===== config.mk =====
export PLATFORM = sky130hd
export DESIGN_NAME = amc_ctrl
export DESIGN_NICKNAME = d
export VERILOG_FILES = /design/src/rtl/amc_pkg.sv /design/src/rtl/amc_ctrl.sv
export SDC_FILE = /design/constraint.sdc
export NUM_CORES = 1
export LEC_CHECK = 0
export ABC_AREA = 1
export ABC_CLOCK_PERIOD_IN_PS = 1130
export BUFFER_PORTS_ARGS = -buffer_cell sky130_fd_sc_hd__buf_2
export CAP_MARGIN = 20
export CORE_AREA = 2 2 39 41
export CTS_BUF_LIST = sky130_fd_sc_hd__clkbuf_4
export CTS_CLUSTER_DIAMETER = 40
export DETAILED_ROUTE_END_ITERATION = 8
export DIE_AREA = 0 0 41 43
export GPL_ROUTABILITY_DRIVEN = 0
export PLACE_DENSITY = 0.49
export SYNTH_ARGS = -nofsm -noshare
export SYNTH_HDL_FRONTEND = slang
export SYNTH_SLANG_ARGS = --single-unit

===== constraint.sdc =====
create_clock -name clk_i -period 1.13 [get_ports clk_i]
set_clock_uncertainty 0.2 [all_clocks]
set_input_delay 0.1695 -clock clk_i [delete_from_list [all_inputs] [get_ports clk_i]]
set_output_delay 0.1695 -clock clk_i [all_outputs]
set_load 0.03 [all_outputs]

===== src/rtl/amc_pkg.sv =====
// ----------------------------------------------------------------------------
// amc_pkg
// Shared widths, codes and controller/datapath interface types for the
// address map cache.
// ----------------------------------------------------------------------------
package amc_pkg;

  localparam int AddrW  = 63;
  localparam int StampW = 32;

  typedef enum logic {
    KIND_LOOKUP = 1'b0,
    KIND_INSERT = 1'b1
  } kind_e;

  typedef struct packed {
    logic clear_step;
    logic accept;
    logic read;
    logic scan_start;
    logic scan_step;
    logic commit;
  } cmd_t;

  typedef struct packed {
    logic clear_last;
    logic index_done;
    logic need_scan;
    logic scan_last;
  } status_t;

endpackage


===== src/rtl/amc_ctrl.sv =====
// ----------------------------------------------------------------------------
// amc_ctrl
// Controller: clearing pass, transaction sequencing and result valid flag.
// ----------------------------------------------------------------------------
module amc_ctrl import amc_pkg::*; (
  input  logic    clk_i,
  input  logic    rst_ni,
  input  logic    in_valid_i,
  output logic    in_ready_o,
  output logic    out_valid_o,
  input  logic    out_ready_i,
  input  status_t status_i,
  output cmd_t    cmd_o
);

  typedef enum logic [2:0] {
    ST_CLEAR,
    ST_IDLE,
    ST_INDEX,
    ST_CMP,
    ST_SCAN,
    ST_WRITE
  } state_e;

  state_e state_q, state_d;
  logic   out_valid_q;
  logic   out_free;

  assign out_free    = !out_valid_q || out_ready_i;
  assign in_ready_o  = (state_q == ST_IDLE);
  assign out_valid_o = out_valid_q;

  always_comb begin
    cmd_o   = '0;
    state_d = state_q;
    unique case (state_q)
      ST_CLEAR: begin
        cmd_o.clear_step = 1'b1;
        if (status_i.clear_last) begin
          state_d = ST_IDLE;
        end
      end
      ST_IDLE: begin
        if (in_valid_i) begin
          cmd_o.accept = 1'b1;
          state_d      = ST_INDEX;
        end
      end
      ST_INDEX: begin
        if (status_i.index_done) begin
          cmd_o.read = 1'b1;
          state_d    = ST_CMP;
        end
      end
      ST_CMP: begin
        if (status_i.need_scan) begin
          cmd_o.scan_start = 1'b1;
          state_d          = ST_SCAN;
        end else if (out_free) begin
          cmd_o.commit = 1'b1;
          state_d      = ST_IDLE;
        end
      end
      ST_SCAN: begin
        cmd_o.scan_step = 1'b1;
        if (status_i.scan_last) begin
          state_d = ST_WRITE;
        end
      end
      ST_WRITE: begin
        if (out_free) begin
          cmd_o.commit = 1'b1;
          state_d      = ST_IDLE;
        end
      end
      default: begin
        state_d = ST_IDLE;
      end
    endcase
  end

  always_ff @(posedge clk_i or negedge rst_ni) begin
    if (!rst_ni) begin
      state_q     <= ST_CLEAR;
      out_valid_q <= 1'b0;
    end else begin
      state_q <= state_d;
      if (cmd_o.commit) begin
        out_valid_q <= 1'b1;
      end else if (out_ready_i) begin
        out_valid_q <= 1'b0;
      end
    end
  end

endmodule


# Yosys cells after proc, flatten, opt, wreduce, memory -nomap -nowiden
# Cells that the tools add are included.
[classes]
muxes = 20
eq_ne = 9
n_reduce_logical = 5
[ops]
columns = ["op", "n"]
rows = [
  ["2-to-1 mux 3 bit", 6],
  ["case mux 3 bit (6 select lines)", 1],
  ["2-to-1 mux 1 bit", 12],
  ["!= test 2 bit (second input constant)", 4],
  ["equality test 3 x 2 -> 1 bit (second input constant)", 2],
  ["equality test 3 bit (second input constant)", 2],
  ["AND reduction 4 bit", 1],
  ["equality test 3 x 1 -> 1 bit (second input constant)", 1],
  ["logical NOT 3 bit", 1],
  ["case mux 1 bit (2 select lines)", 1],
  ["nonzero test 2 bit", 1],
  ["logical NOT 1 bit", 1],
  ["logical OR 1 bit", 1],
]
[word_totals]
register_bits = 4
input_bits = 8
output_inout_bits = 8
word_cells = 36

# Logic depth before layout (Yosys ltp)
# Gate-level depths: netlist (run 1).
[logic_depth]
word_depth = 6
depth_mapped = 8
depth_no_buf = 8

# Worst setup path after synthesis (run 1)
# Ideal clock, no wire load.
[synth_path]
path_kind = "reg-to-output"
from = "register state_q[2]"
to = "output cmd_o[0] (netlist bit)"
required_ns = 0.761
path_stages_with_launch = 4
n_path_buf = 0
setup_slack_ns = -0.437
t_arrival_ns = 1.197
cell_sequence = "dfrtp_1 nor2_4 nand3_1 a21oi_1"
[synth_lines]
columns = ["item", "line_no", "text"]
rows = [
  ["start: declaration", "amc_ctrl.sv:25", "state_e state_q, state_d;"],
  ["start signal: assignment", "amc_ctrl.sv:87", "state_q <= state_d;"],
  ["end: declaration", "amc_ctrl.sv:13", "output cmd_t cmd_o"],
]

==> impl_results.md, run 1 <==
* Hold path start: status_i[2]
* Detailed-route via count at 455
* Final count of pins violating max slew at 0
* CP Buf/Inv Count at 2
* Count of final setup violators at 12
* Syn_nets at 55
* I/O pin count at 16
* Worst path slowest cell: dfrtp_1
* First-pass GRT wire length at 1.918 mm
* WP data required at between 0.7 and 0.8 ns
* Skew-Pair Late Insertion Delay at roughly 0.24 ns
* Yosys reg bits at 4
* Leading register cell type out of synthesis: dfrtp_1
* Mapped Cells at 47
* Layout cells sized above 1 at roughly three quarters
* Worst hold slack at 0.04206 ns
* Die area at 1763 um2
* Synth warn at 0
* Critical Setup Path Class: reg -> out
* CTS tree: yes
* WL/cell at 11.85 um
* Clock root cell: clkbuf_4
* Grt ovf at 0
* CP Capture Type: output pin
* DRT antenna net count at 0
* Starting Density at 21.97%
* Vias per cell at 4.596
* Clk sinks at 4
* Gr busiest metal: met2
* Post-Syn Area per Cell at 6.469 um2
* # DRC at 0
* Standard-cell rows at 14
* CTS clk-pin slew, worst paths at roughly 0.04 ns
* Largest net degree at the start of global routing at 6
* Die width at 41 um
* Most area-consuming cells after synthesis: dfrtp_1 (33%), nand2_1 (15%), inv_1 (11%), nand3_1 (8.2%), nor2_1 (6.2%)
* CP peak stage delay at 0.37 ns
* Worst Hold Class: in -> reg
* Non-Filler Instances at 99
* DR iter-0 viols at 2
* Cell variety after synth at 14
* Sequential area share after synthesis at 32.92%
* Pre-antenna DRT Iters at 2
* Synth cell count leaders: nand2_1 (12), inv_1 (9), nand3_1 (5), nor2_1 (5), dfrtp_1 (4)
* Status: complete, but fails checks
* Tcrit/Tclk final at 141.7%
* Ant diodes at 0
* Post-route cell area at 758.2 um2
* Failing checks: setup timing
* H-Tree Depth at 1
* Final #Nets at 93
* Grt met3 use at 6.283%
* Fmax at between 0.6 and 0.7 GHz
* RSZ-0062 raised after global routing: true
* Dpl cells at 88
* LEAKAGE at 0.3767 nW
* Gr usage total at 16.58%
* CP startpoint kind: flip-flop
* Final Hold Vio Count at 0
* Max Fanout on Critical Path at 4
* Post-route minimum period at 1.601 ns
* TritonCTS Buffers at 3
* Port Buf Inserts at 15
* Post-synth top area share at 32.92%
* Power density over the cells at 3025 nW/um2
* FFs w/ async S/R, synth at between 90% and 100%
* Tot Pwr at 2.293 mW
* Number of flops mapped to enable cells by yosys at 0
* Worst VDD drop at 1.393 mV
* CP cell instances: inv_2 > nor2_4 > nand3_4 > a21oi_4 > buf_6
* Reg-to-reg startpoint: state_q[1]
* Core area at approximately 1400 um2
* Worst Tran Pin Value at 0.1707 ns
* CP arrival at 1.23 ns
* Mapped Area at 304.0 um2
* Worst setup path start: state_q[0]
* Layout area overhead at 149.4%
* Met2 usage in global routing at 28.44%
* Slew HR at 88.59%
* Met1 global-route usage at between 10% and 20%
* Final WS setup at -0.4708 ns
* Delay-heaviest family, CP: flip-flops
* Setup TNS at -3.754 ns
* DIE HEIGHT at 43 um
* HPWL Detailed at 749.7 um
* Dominant cell type by area after synthesis: dfrtp_1
* # Max-Cap Violations at 0
* Post-DP Area at 528.0 um2
* Initial antenna violation count at 0
* Top-count cell post-synth: nand2_1
* Vias in the first global route at 447
* WL final at 1.173 mm
* Clock Path Buffers at 2
[report_power, final]
group          internal [mW]  switching [mW]
Sequential             0.224          0.0990
Clock                  0.119          0.0652
Combinational          0.829           0.956
[flip-flops by register name, summed over array words and instances (netlist names)]
name / cells
out_valid_o: 1
state_q: 3
[cells by family after synthesis]
logic type | count (synthesis) | synth area share, %
compound gates | 2 | 4.526
flops | 4 | 32.92
buf+inv | 11 | 13.58
simple gates | 30 | 48.97
[layer usage]
layer | up-vias | routed length (um)
met1 | 219 | 467
met2 | 13 | 632
met4 | 0 | 13
met5 | - | 0
met3 | 2 | 59
li1 | 221 | -
[stage by stage]
| stage | utilization (%) | worst slack (ns) |
|---|---|---|
| detailed placement | 38.16 | -0.2851 |
| floorplan | - | -0.2197 |
| finish | 54.79 | -0.4708 |
| CTS | 50.99 | -0.4354 |
| global route | 54.79 | -0.5093 |
| global placement | 38.16 | -0.2658 |
[tightest hold or removal path, stage by stage]
cell,delay [ns]
buf_2,0.07
inv_1,0.07
nand3_2,0.09
nand2_1,0.05
[area by class of cell]
type | count | area (um2)
fill | 138 | 625.6
multi-input combinational | 32 | 290.3
timing repair buffer | 33 | 277.8
sequential | 4 | 103.9
inverter | 11 | 43.79
clock buffer | 3 | 22.52
tap | 16 | 20.02
[path summary, 6_finish.rpt]
check                               to  slack, ns  depth (start not counted)
max                           cmd_o[0]      -0.47                          5
min                         state_q[1]       0.04                          4
max reg2reg                 state_q[0]      -0.27                          8
min reg2reg                 state_q[1]       0.53                          4
max in group asynchronous   state_q[2]       0.51                          2
min in group asynchronous  out_valid_o       0.08                          2
[cells in the final DEF (no fill, tap or decap)]
cell	instances
buf_4	13
buf_6	12
nand2_1	9
inv_1	7
buf_2	7
nor2_4	6
inv_2	3
nand2_2	3
nand3_4	3
clkbuf_4	3
dfrtp_2	3
nor2_2	2
nand3_2	2
nand3b_1	2
inv_4	1
a21oi_4	1
nor3_4	1
o221ai_4	1
nand3_1	1
nand4_1	1
dlygate4sd3_1	1
dfrtp_1	1
[repair_timing]
action                     CTS  global route
pin swaps                    6             1
hold buffers                 1             0
setup endpoints to repair   12            12
setup buffers                6             2
hold endpoints to repair     4             0
resized for setup           28             8
No activity file was read; power rests on OpenSTA's default activity.
==> inputs of run 2 (changes only) <==
ABC_CLOCK_PERIOD_IN_PS = 1900   (was 1130)
PLACE_DENSITY = 0.47   (was 0.49)
clock period = 1.9 ns   (was 1.13 ns; I/O delays follow)
==> run 2 against run 1 <==
  * The flow now finishes without violations
  * Flip-flop and latch count unchanged
  * Global-route usage down 5.7 points
  * Setup slack better by 0.58 ns
  * Core utilization down 23 points
  * Wire length down 32%
  * Hold slack better by 0.11 ns
  * Critical path depth down 1
  * Via count down 23%
  * Design area down 43%
  * Critical path type unchanged
==> impl_results.md, run 2 (synthesis results as in run 1) <==
* # Max-Cap Violations at 0 (unchanged)
* Worst VDD drop at 0.5047 mV (was 1.393 mV)
* Worst Hold Class: in -> reg (unchanged)
* Setup Slack @ Placement at 0.3366 ns (was -0.2851 ns)
* Max Fanout on Critical Path at 7 (was 4)
* Port Buf Inserts at 15 (unchanged)
* Core area at 1384 um2 (unchanged)
* Setup TNS at 0 ns (was -3.754 ns)
* WP data required at 1.41 ns (was 0.76 ns)
* Slew HR at 85.89% (was 88.59%)
* # DRC at 0 (unchanged)
* DR iter-0 viols at 9 (was 2)
* Most frequent cells in the layout: buf_2 (15), nand2_1 (12), inv_1 (9) (was buf_4 (13), buf_6 (12), nand2_1 (9))
* HPWL Detailed at 646.1 um (was 749.7 um)
* CP Capture Type: output pin (unchanged)
* Power density over the cells at 1817 nW/um2 (was 3025 nW/um2)
* Final count of pins violating max slew at 0 (unchanged)
* WL/cell at 9.744 um (was 11.85 um)
* LEAKAGE at 0.2673 nW (was 0.3767 nW)
* Initial antenna violation count at 0 (unchanged)
* Grt ovf at 0 (unchanged)
* Gr usage total at 10.93% (was 16.58%)
* Commonest non-fill, non-tap cell in the layout: buf_2 (was buf_4)
* Detailed-route via count at 352 (was 455)
* Clock Path Buffers at 2 (unchanged)
* CTS tree: yes (unchanged)
* RSZ-0062 raised after global routing: false (was true)
* Setup Fix Bufs, Post-CTS at 0 (was 6)
* DRT antenna net count at 0 (unchanged)
* Vias per cell at 4.293 (was 4.596)
* Count of final setup violators at 0 (was 12)
* Worst Tran Pin Value at 0.2109 ns (was 0.1707 ns)
* Status: finished, final reports clean (was complete, but fails checks)
* Standard-cell rows at 14 (unchanged)
* Largest net degree at the start of global routing at 8 (was 6)
* Critical Setup Path Class: reg -> out (unchanged)
* Final Hold Vio Count at 0 (unchanged)
* I/O pin count at 16 (unchanged)
* WL final at 799 um (was 1.173 mm)
* CP startpoint kind: flip-flop (unchanged)
* CTS clk-pin slew, worst paths at 0.04 ns (about the same)
* Clock root cell: clkbuf_4 (unchanged)
* Worst hold slack at 0.1513 ns (was 0.04206 ns)
* Die width at 41 um (unchanged)
* Clk sinks at 4 (unchanged)
* Final WS setup at 0.1112 ns (was -0.4708 ns)
* First-pass GRT wire length at 1.235 mm (was 1.918 mm)
* Die area at 1763 um2 (unchanged)
* Ant diodes at 0 (unchanged)
* Post-route minimum period at 1.789 ns
* Fmax at approximately 0.56 GHz
* Layout area overhead at 42.80% (was 149.4%)
* TritonCTS Buffers at 3 (unchanged)
* H-Tree Depth at 1 (unchanged)
* DIE HEIGHT at 43 um (unchanged)
* Max FFs per register at 3 (unchanged)
* CP arrival at 1.30 ns (was 1.23 ns)
* Skew-Pair Late Insertion Delay at 0.23 ns (was 0.24 ns)
* Largest Register: state_q (unchanged)
* Layout cells sized above 1 at 39.39% (was 73.49%)
* Tcrit/Tclk final at 94.15%
* Starting Density at 21.97% (unchanged)
* Vias in the first global route at 317 (was 447)
* Pre-antenna DRT Iters at 4 (was 2)
* Final #Nets at 76 (was 93)
* FILL cells at 161 (was 138)
## run 2: changes by cell type in the layout (fill, tap and decap cells not counted), sizes merged
cell	before	now
buf	32	15
## run 2: report_power, final
part / switching (mW) / leakage (nW) / internal, mW / total, mW
Clock: 0.0324 / 0.0138 / 0.0705 / 0.103
Combinational: 0.343 / 0.205 / 0.153 / 0.496
Sequential: 0.0586 / 0.0485 / 0.132 / 0.190
Total: 0.434 / 0.267 / 0.355 / 0.789
## run 2: timing repair
action | CTS | global route
endpoints found under the setup margin | 0 | 1
hold endpoints to repair | 4 | 0
gates resized for setup | 0 | 2
hold buffers | 1 | 0
## run 2: cell type report
class	instances	area (um2)	area share, %
clock buffer	3	22.52	5.187
multi-input combinational	32	162.7	37.46
inverter	11	41.29	9.510
tap	16	20.02	4.611
timing repair buffer	16	85.08	19.60
sequential	4	102.6	23.63
## run 2: per-layer routing
layer | up-vias | global-route usage [%] | share of wire, % | wire length (um)
li1 | 186 | - | - | -
met1 | 151 | 11.86 | 45 | 359
met2 | 13 | 15.00 | 46 | 365
met3 | 2 | 7.853 | 7.6 | 61
met4 | 0 | 6.000 | 1.6 | 13
met5 | - | 0 | 0 | 0
## run 2: final timing paths
check | from | endpoint | slack [ns] | cells past startpoint
min in group asynchronous | rst_ni | out_valid_o | 0.18 | 2
hold / removal | status_i[2] | state_q[1] | 0.15 | 4
hold reg to reg | state_q[0] | state_q[1] | 0.44 | 3
max in group asynchronous | rst_ni | state_q[0] | 1.18 | 2
setup / recovery | state_q[2] | cmd_o[0] | 0.11 | 4
setup reg to reg | state_q[1] | state_q[0] | 0.63 | 6
## run 2: metrics by stage
step           std cells  total power, mW  utilization [%]  cell area (um2)
2_1_floorplan         47           0.5603                -            304.0
3_3_place_gp          78           0.6862            28.84            399.1
3_5_place_dp          78           0.6849            28.84            399.1
4_1_cts               82           0.7977            31.19            431.7
5_1_grt               82           0.8655            31.37            434.2
6_report              82           0.7889            31.37            434.2
## run 2: worst max-delay path, stage by stage (launching register included)
cell and delay [ns]:
dfrtp_2 0.46, nor2_4 0.15, nand3_1 0.12, a21oi_1 0.14, buf_2 0.21
